$ cat config.mk
export PLATFORM = sky130hd
export DESIGN_NAME = capability_rights_table
export DESIGN_NICKNAME = d
export VERILOG_FILES = /design/src/rtl/core/crt_pkg.sv /design/src/rtl/core/capability_rights_table.sv
export SDC_FILE = /design/constraint.sdc
export NUM_CORES = 2
export LEC_CHECK = 0
export BUFFER_PORTS_ARGS = -buffer_cell sky130_fd_sc_hd__buf_2
export CAP_MARGIN = 5
export CORE_MARGIN = 2
export CORE_UTILIZATION = 45
export CTS_CLUSTER_SIZE = 40
export DETAILED_ROUTE_END_ITERATION = 10
export PLACE_DENSITY = 0.74
export SYNTH_ARGS = -nofsm -noshare
export SYNTH_HDL_FRONTEND = slang
export SYNTH_SLANG_ARGS = --single-unit
$ cat constraint.sdc
create_clock -name clk -period 9.3 [get_ports clk]
set_input_delay 0.93 -clock clk [delete_from_list [all_inputs] [get_ports clk]]
set_output_delay 0.93 -clock clk [all_outputs]
set_load 0.03 [all_outputs]
$ cat src/rtl/core/crt_pkg.sv
// Shared types and codes for the capability rights table.
package crt_pkg;

  typedef enum logic [2:0] {
    CMD_QUERY   = 3'd0,
    CMD_GRANT   = 3'd1,
    CMD_REVOKE  = 3'd2,
    CMD_INHERIT = 3'd3,
    CMD_CLEAR   = 3'd4
  } crt_cmd_t;

  typedef enum logic [1:0] {
    REG_KERNEL_SUBJECT  = 2'd0,
    REG_ADMIN_MASK      = 2'd1,
    REG_DEFAULT_SUBJECT = 2'd2,
    REG_DEFAULT_RIGHTS  = 2'd3
  } crt_reg_t;

  typedef enum logic [1:0] {
    ST_IDLE,
    ST_SUBJ,
    ST_PAR,
    ST_EXEC
  } crt_state_t;

  localparam int unsigned RIGHTS_W = 64;
  localparam int unsigned IDX_W    = 8;
  localparam int unsigned CMD_W    = 3;
  localparam int unsigned CFG_IDX_W = 2;

endpackage

$ cat src/rtl/core/capability_rights_table.sv
// Capability rights table: per-subject 64-bit rights masks with a change counter.
// A command is taken when start is high and busy is low; busy then stays high
// through the SUBJ, PAR and EXEC states while the actor, subject and parent entries
// are read one after the other through the single read port of the table memory.
// The result shows with out_valid in the cycle after EXEC, when busy is low again.
// A new command can be taken in the same cycle the result is shown, but not before
// the last command's result. The result cannot be held off: whoever issues commands
// must take it in the cycle that out_valid marks. Configuration writes are meant for
// times when no command is in flight.
module capability_rights_table #(
  parameter int unsigned NUM_SUBJECTS = 16
) (
  input  logic                           clk,
  input  logic                           rst_n,
  input  logic                           cfg_we,
  input  logic [crt_pkg::CFG_IDX_W-1:0]  cfg_index,
  input  logic [crt_pkg::RIGHTS_W-1:0]   cfg_wdata,
  input  logic                           start,
  output logic                           busy,
  input  logic [crt_pkg::CMD_W-1:0]      in_cmd,
  input  logic [crt_pkg::IDX_W-1:0]      in_actor,
  input  logic [crt_pkg::IDX_W-1:0]      in_subject,
  input  logic [crt_pkg::IDX_W-1:0]      in_parent,
  input  logic [crt_pkg::RIGHTS_W-1:0]   in_rights,
  output logic                           out_valid,
  output logic                           out_status,
  output logic                           out_allowed,
  output logic [crt_pkg::RIGHTS_W-1:0]   out_subject_rights,
  output logic [crt_pkg::RIGHTS_W-1:0]   out_generation
);
  import crt_pkg::*;

  localparam int unsigned IW = (NUM_SUBJECTS > 1) ? $clog2(NUM_SUBJECTS) : 1;
  localparam logic [IDX_W:0] NUM_SUBJ_V = (IDX_W+1)'(NUM_SUBJECTS);

  // Configuration registers
  logic [IDX_W-1:0]    kernel_subject_r;
  logic [RIGHTS_W-1:0] admin_mask_r;
  logic [IDX_W-1:0]    default_subject_r;
  logic [RIGHTS_W-1:0] default_rights_r;

  // Table storage
  logic [RIGHTS_W-1:0] mem [NUM_SUBJECTS];
  logic [RIGHTS_W-1:0] rd_data_r;
  logic [IW-1:0]       rd_addr;
  logic                mem_we;
  logic [RIGHTS_W-1:0] mem_wdata;
  logic [NUM_SUBJECTS-1:0] written_r;

  crt_state_t state_r, state_nxt;

  // Latched command
  crt_cmd_t            cmd_r;
  logic [IDX_W-1:0]    actor_r;
  logic [IDX_W-1:0]    subject_r;
  logic [IDX_W-1:0]    parent_r;
  logic [RIGHTS_W-1:0] rights_r;
  logic [RIGHTS_W-1:0] actor_eff_r;
  logic [RIGHTS_W-1:0] subj_eff_r;
  logic [RIGHTS_W-1:0] gen_r;

  logic                accept;
  logic                exec_en;

  // Execution results
  logic                subj_ok, actor_priv, protect, parent_ok;
  logic [RIGHTS_W-1:0] parent_eff;
  logic                fail, allowed;

  logic                out_valid_r, out_status_r, out_allowed_r;
  logic [RIGHTS_W-1:0] out_subject_rights_r;

  function automatic logic in_rng(input logic [IDX_W-1:0] idx);
    return {1'b0, idx} < NUM_SUBJ_V;
  endfunction

  function automatic logic wr_bit(input logic [IDX_W-1:0] idx);
    return in_rng(idx) && written_r[idx[IW-1:0]];
  endfunction

  // Effective mask: stored value once written, else the kernel and default rules.
  function automatic logic [RIGHTS_W-1:0] eff_mask(input logic [IDX_W-1:0] idx,
                                                   input logic [RIGHTS_W-1:0] data);
    logic [RIGHTS_W-1:0] res;
    if (wr_bit(idx)) begin
      res = data;
    end else if (idx == kernel_subject_r) begin
      res = '1;
    end else if (idx == default_subject_r) begin
      res = default_rights_r;
    end else begin
      res = '0;
    end
    return res;
  endfunction

  assign accept = start && !busy;

  // Configuration port
  always_ff @(posedge clk) begin
    if (!rst_n) begin
      kernel_subject_r  <= '0;
      admin_mask_r      <= RIGHTS_W'(1);
      default_subject_r <= IDX_W'(1);
      default_rights_r  <= '0;
    end else if (cfg_we) begin
      unique case (crt_reg_t'(cfg_index))
        REG_KERNEL_SUBJECT:  kernel_subject_r  <= cfg_wdata[IDX_W-1:0];
        REG_ADMIN_MASK:      admin_mask_r      <= cfg_wdata;
        REG_DEFAULT_SUBJECT: default_subject_r <= cfg_wdata[IDX_W-1:0];
        REG_DEFAULT_RIGHTS:  default_rights_r  <= cfg_wdata;
        default: ;
      endcase
    end
  end

  // Next state
  always_comb begin
    state_nxt = state_r;
    unique case (state_r)
      ST_IDLE: if (start) state_nxt = ST_SUBJ;
      ST_SUBJ: state_nxt = ST_PAR;
      ST_PAR:  state_nxt = ST_EXEC;
      ST_EXEC: state_nxt = ST_IDLE;
      default: state_nxt = ST_IDLE;
    endcase
  end

  // FSM outputs and read address sequencing
  always_comb begin
    busy    = 1'b1;
    exec_en = 1'b0;
    rd_addr = subject_r[IW-1:0];
    unique case (state_r)
      ST_IDLE: begin
        busy    = 1'b0;
        rd_addr = in_actor[IW-1:0];
      end
      ST_SUBJ: rd_addr = subject_r[IW-1:0];
      ST_PAR:  rd_addr = parent_r[IW-1:0];
      ST_EXEC: exec_en = 1'b1;
      default: busy = 1'b1;
    endcase
  end

  always_ff @(posedge clk) begin
    if (!rst_n) begin
      state_r <= ST_IDLE;
    end else begin
      state_r <= state_nxt;
    end
  end

  always_ff @(posedge clk) begin
    if (accept) begin
      cmd_r     <= crt_cmd_t'(in_cmd);
      actor_r   <= in_actor;
      subject_r <= in_subject;
      parent_r  <= in_parent;
      rights_r  <= in_rights;
    end
    if (state_r == ST_SUBJ) begin
      actor_eff_r <= eff_mask(actor_r, rd_data_r);
    end
    if (state_r == ST_PAR) begin
      subj_eff_r <= eff_mask(subject_r, rd_data_r);
    end
  end

  // Table memory: one write and one registered read per cycle. The write lands
  // at the end of a command, before the next command issues its first read.
  always_ff @(posedge clk) begin
    if (mem_we) begin
      mem[subject_r[IW-1:0]] <= mem_wdata;
    end
    rd_data_r <= mem[rd_addr];
  end

  always_ff @(posedge clk) begin
    if (!rst_n) begin
      written_r <= '0;
    end else if (mem_we) begin
      written_r[subject_r[IW-1:0]] <= 1'b1;
    end
  end

  // Command evaluation in the last cycle, with the parent entry on the read port.
  always_comb begin
    subj_ok     = in_rng(subject_r);
    actor_priv  = in_rng(actor_r) && ((actor_eff_r & admin_mask_r) != '0);
    protect     = (subject_r == kernel_subject_r);
    parent_ok   = in_rng(parent_r);
    parent_eff  = eff_mask(parent_r, rd_data_r);
    fail        = 1'b1;
    allowed     = 1'b0;
    mem_wdata   = '0;
    case (cmd_r)
      CMD_QUERY: begin
        fail    = !subj_ok;
        allowed = subj_ok && ((subj_eff_r & rights_r) == rights_r);
      end
      CMD_GRANT: begin
        fail      = !(subj_ok && actor_priv);
        mem_wdata = subj_eff_r | rights_r;
      end
      CMD_REVOKE: begin
        fail      = !(subj_ok && actor_priv && !protect);
        mem_wdata = subj_eff_r & ~rights_r;
      end
      CMD_INHERIT: begin
        fail      = !(subj_ok && actor_priv && !protect && parent_ok);
        mem_wdata = parent_eff;
      end
      CMD_CLEAR: begin
        fail      = !(subj_ok && actor_priv && !protect);
        mem_wdata = '0;
      end
      default: fail = 1'b1;
    endcase
    mem_we = exec_en && !fail && (cmd_r != CMD_QUERY);
  end

  always_ff @(posedge clk) begin
    if (!rst_n) begin
      gen_r       <= RIGHTS_W'(1);
      out_valid_r <= 1'b0;
    end else begin
      out_valid_r <= exec_en;
      if (mem_we) begin
        gen_r <= gen_r + RIGHTS_W'(1);
      end
    end
  end

  always_ff @(posedge clk) begin
    if (exec_en) begin
      out_status_r  <= fail;
      out_allowed_r <= allowed;
      if (!subj_ok) begin
        out_subject_rights_r <= '0;
      end else if (mem_we) begin
        out_subject_rights_r <= mem_wdata;
      end else begin
        out_subject_rights_r <= subj_eff_r;
      end
    end
  end

  assign out_valid          = out_valid_r;
  assign out_status         = out_status_r;
  assign out_allowed        = out_allowed_r;
  assign out_subject_rights = out_subject_rights_r;
  assign out_generation     = gen_r;

endmodule

-- Yosys cells after proc, flatten, opt, wreduce, memory -nomap -nowiden
Memories as Yosys holds them, arrays and structs flattened. A register that Yosys moved wholly into a read port is not among the register bits.
Cells that the tools add are included.
W data, S select, Z words.
- bits in registers: 512
- bits in writable memories: 1024
- input port bits: 161
- output and inout port bits: 132
- word-level logic and storage cells: 106
- memories: 1
- memories (name ; words ; width ; rd ports ; clocked after Yosys merged registers in ; write ports ; RTL line ; RTL):
    mem ; 16 ; 64 ; 1 ; 1 ; 1 ; capability_rights_table.sv:43 ; logic [RIGHTS_W-1:0] mem [NUM_SUBJECTS];
- $add $sub $neg: 1
- order comparisons: 7
- eq/ne operators: 18
- muxes and demuxes: 27
- bitwise gates (word level): 6
- reductions and logical operators: 28
- operators by type and width (operator ; number):
    $mux W64 ; 10
    $and A64 B64 Y64 ; 3
    $pmux W64 S3 ; 1
    $add A64 B1 Y64 const B ; 1
    $eq A64 B64 Y1 ; 1
    $not A64 Y64 ; 1
    $or A64 B64 Y64 ; 1
    $reduce_bool A64 Y1 ; 1
    $eq A8 B8 Y1 ; 6
    $lt A8 B5 Y1 const B ; 3
    $or A16 B16 Y16 ; 1
    $lt A4 B5 Y1 const B ; 3
    $bmux W1 S4 ; 3
    $logic_and A1 B1 Y1 ; 12
    $eq A2 B2 Y1 const B ; 4
    $mux W1 ; 8
    $pmux W2 S4 ; 1
    $pmux W4 S2 ; 1
    $reduce_and A2 Y1 ; 4
    $eq A3 B2 Y1 const B ; 2
    $logic_not A1 Y1 ; 6
    $demux W1 S4 ; 1
    $eq A2 B1 Y1 const B ; 2
    $ge A4 B1 Y1 const B ; 1
    9 further kinds ; 10

-- Logic depth before layout (Yosys ltp)
- depth in word-level cells: 13
- gate-level depth with buffers: 13
- gate-level depth less buffers: 8

-- Least setup slack after synthesis
Ideal clock, no wire load.
- path kind: register to register
- start point: register state_r[0]
- end point: memory mem[0][0], enable pin
- setup time: 644 ps
- data arrival time: 8916 ps
- setup slack: -260 ps
- stages on the path, launching flop included: 6
- period minus slack after synthesis: 9560 ps
- cell sequence: dfxtp_1 > ha_1 > and3_1 > nand3_2 > clkbuf_1 > nor4_1
- cells in the longest elaborated chain, start to end: 6
- RTL lines (element ; RTL line ; RTL):
    start, declared ; capability_rights_table.sv:50 ; crt_state_t state_r, state_nxt;
    start signal, assigned ; capability_rights_table.sv:150 ; state_r <= state_nxt;
    $eq A2 B2 Y1 ; capability_rights_table.sv:134 ; unique case (state_r)
    $mux W1 ; capability_rights_table.sv:134 ;
    named net exec_en ; capability_rights_table.sv:63 ; logic exec_en;
    $logic_and A1 B1 Y1 (2 in a row) ; capability_rights_table.sv:220 ; mem_we = exec_en && !fail && (cmd_r != CMD_QUERY);
    $mux W1 ; capability_rights_table.sv:173 ; if (mem_we) begin
    $mux W1 (implied by the code) ; capability_rights_table.sv:174 ; mem[subject_r[IW-1:0]] <= mem_wdata;
    end, declared ; capability_rights_table.sv:43 ;
The timed path passes the listed nets, and every way through them passes these cells.

-- Worst setup path in the final report
- start point: register subject_r[6]
- end point: memory mem[6][37], enable pin
- cells in the longest elaborated chain, start to end: 11
- RTL lines (element ; RTL line ; RTL):
    start, declared ; capability_rights_table.sv:55 ; logic [IDX_W-1:0] subject_r;
    start signal, assigned ; capability_rights_table.sv:158 ; subject_r <= in_subject;
    $lt A8 B5 Y1 or $eq A8 B8 Y1 (tied branches) ; capability_rights_table.sv:74, capability_rights_table.sv:191 ;
    $logic_and A1 B1 Y1 or $logic_not A1 Y1 (tied branches) ; -- ;
    $logic_and A1 B1 Y1 ; capability_rights_table.sv:207, capability_rights_table.sv:211, capability_rights_table.sv:215 ;
    $logic_and A1 B1 Y1 ; capability_rights_table.sv:211 ; fail = !(subj_ok && actor_priv && !protect && parent_ok);
    $logic_not A1 Y1 ; capability_rights_table.sv:211 ;
    $pmux W1 S4 (*) ; capability_rights_table.sv:197 ; case (cmd_r)
    $logic_not A1 Y1 (*) ; capability_rights_table.sv:220 ;
    $logic_and A1 B1 Y1 (*) (2 in a row) ; capability_rights_table.sv:220 ;
    $mux W1 (*) ; capability_rights_table.sv:173 ;
    $mux W1 (implied by the code) (*) ; capability_rights_table.sv:174 ;
Mark *: on every way between the ends. The rest lies on a longest branch, timed or not.

==> reports/qor.csv <==
metric;value;unit
rsz0062_at_grt;no;
insertion_delay;810;ps
yosysTopAreaCellShare;0.586;
hold_violations;0;
final_util;0.509;
synth_area;67100;µm²
dpl_cell_area;70000;µm²
worst-setup-path-type;reg2reg;
cp-start-kind;flop;
die_area;152000;µm²
p_total;22.8;mW
layout_worst_path_cycle_share;0.599;
period_needed;5570;ps
pwr-share-comb;0.308;
track_usage;0.253;
rows;141;
synth_nets;5634;
clk_path_buf_depth;3;
slowest_delay;1080;ps
tns;0;ps
cts_tree;yes;
tightest_slew;1180;ps
endpoint_kind;flop;
firstDrtPassIters;6;
holdBufCountCts;0;
async_reset_ff_frac;0;
synth.yosys.seq_area_share;0.673;
setup_viol_count_final;0;
final_max_slew_viol_count;0;
ir_worst_vdd;0.378;mV
hp-class;in2reg;
drt_iter0_markers;7474;
wl;199;mm
netlist_top_cells_area;edfxtp_1 59%, dfxtp_1 8.7%, nand2_1 5.0%;
cts.sinks;1600;
grt_overflow;0;
start_util;0.454;
avgViaCountPerCell;6.34;
finish.instance_area;75300;µm²
antenna_found_initial;8;
ys_types;65;
fin_skew;67.1;ps
fmax;179;MHz
area_growth;12.3;%
grt_pass1_wl;291;mm
drv_cap;0;
num_vias;48100;
crit_chain;or4_1 -> a221o_1 -> a31oi_1 -> or2_4 -> nand3_4 -> nor3_2 -> buf_4;
hpwl;117;mm
switching_share;0.372;
core_area;148000;µm²
synthFlopType;edfxtp_1;
synthCells;5468;
crit_required;9710;ps
seq_power_share;0.408;
gp_congestion;0.946;
cp_slowest_cell;nor3_2;
htreeDepth;4;
nets;5684;
synth_seq_cells;1600;
maxSlewHeadroom;0.215;
path_buf_inv;1;
p_leak;26.9;nW
ioPinCount;293;
p_sw;8.48;mW
final_antenna_net_count;0;
cts_buffers;155;
cts_setup_buffers;0;
synth_common_cells;1309 x edfxtp_1, 892 x nand2_1, 524 x a21oi_1;
crit_family;simple AND/OR/NAND/NOR gates;
grt_pass1_vias;45100;
yosysTopAreaCell;edfxtp_1;
power_density;303;nW/µm²
syn_avg_cell_area;12.3;µm²
path_max_fanout;68;
ys_warn_count;0;
clockPowerShare;0.284;
wl_per_cell;26.2;µm
die_h;390;µm
cts-root-buf;clkbuf_16;
io_buffers;292;
synth_enable_flop_cells;1309;
status;finished clean;
synth.most_common_cell;edfxtp_1;
arrival;5990;ps
cts_resized;0;
post-route-drc-count;0;
die_w;390;µm
internal-power;14.3;mW
drive_gt1_frac;0.139;
clk_pin_slew_worst_paths;60;ps
grt_max_degree;215;
[power by group through the flow]
stage | clock network (mW) | registers, mW | logic, mW
final | 6.48 | 9.31 | 7.03
after global routing | 6.80 | 9.30 | 7.56
after CTS | 6.55 | 9.23 | 6.90
after detailed placement | 0 | 9.38 | 6.86
after global placement | 0 | 9.38 | 6.73
after floorplan | 0 | 9.04 | 4.78
[worst paths after layout]
path | startpoint | endpoint | slack, ps | depth (start not counted)
setup / recovery | subject_r[6] | mem[6][37] | 3730 | 7
hold / removal | in_rights[31] | rights_r[31] | 290 | 1
setup reg to reg | subject_r[6] | mem[6][37] | 3730 | 7
hold reg to reg | admin_mask_r[59] | admin_mask_r[59] | 460 | 2
[cell type report]
type	count	area, µm²
Timing Repair Buffer	366	2130
Sequential cell	1600	45100
Fill cell	12200	72500
Clock inverter	84	1030
Antenna cell	8	20.0
Inverter	72	273
Clock buffer	206	4240
Tap cell	1930	2410
Multi-Input combinational cell	3323	20100
[stage by stage]
step           cells  setup WS, ps  hold WS [ps]
6_report        7589          3730           290
5_1_grt         7586          3510           272
4_1_cts         7581          3790           255
3_5_place_dp    7291          3810           450
3_3_place_gp    7291          3910           443
2_1_floorplan   5468          -260           436
[cell families after synthesis]
| family | Yosys count | share of synthesized area |
|---|---|---|
| adders and majority gates | 5 | 0.000933 |
| buffers and inverters | 545 | 0.0321 |
| and+or+nand+nor | 1668 | 0.114 |
| AOI/OAI and AO/OA | 1516 | 0.159 |
| muxes | 86 | 0.0151 |
| DFF | 1600 | 0.673 |
| xor gates and xnor gates | 48 | 0.00627 |
[layer usage]
metal  routed length (µm)  GRT usage  part of all wire
met4                 9880      0.125             0.050
met2                87700      0.374              0.44
met1                75800      0.348              0.38
met3                25600     0.0631              0.13
met5                   18          0          0.000091
[state kept, by name (all words and copies together), names as in the netlist, 2 cells and up]
name and count:
rd_data_r 64, out_generation 64, mem 1024, actor_eff_r 64
default_rights_r 64, subj_eff_r 64, out_subject_rights 64, actor_r 8
kernel_subject_r 8, cmd_r 3, subject_r 8, state_r 2
written_r 16, parent_r 8, rights_r 64, admin_mask_r 64
default_subject_r 8
[layout by cell type, fill, tap and decap left out, types with 61 or more instances in the layout]
master	instances
o211a_1	64
nor2_1	224
mux2i_1	74
buf_2	291
inv_1	71
edfxtp_1	1309
clkbuf_16	157
nand2_1	888
and3_1	269
a31oi_1	130
dfxtp_1	291
a211oi_1	321
buf_4	66
a221o_1	61
a21oi_1	521
nand2b_1	63
o22a_1	64
a311oi_1	129
Power figures use the tool's default switching activity.
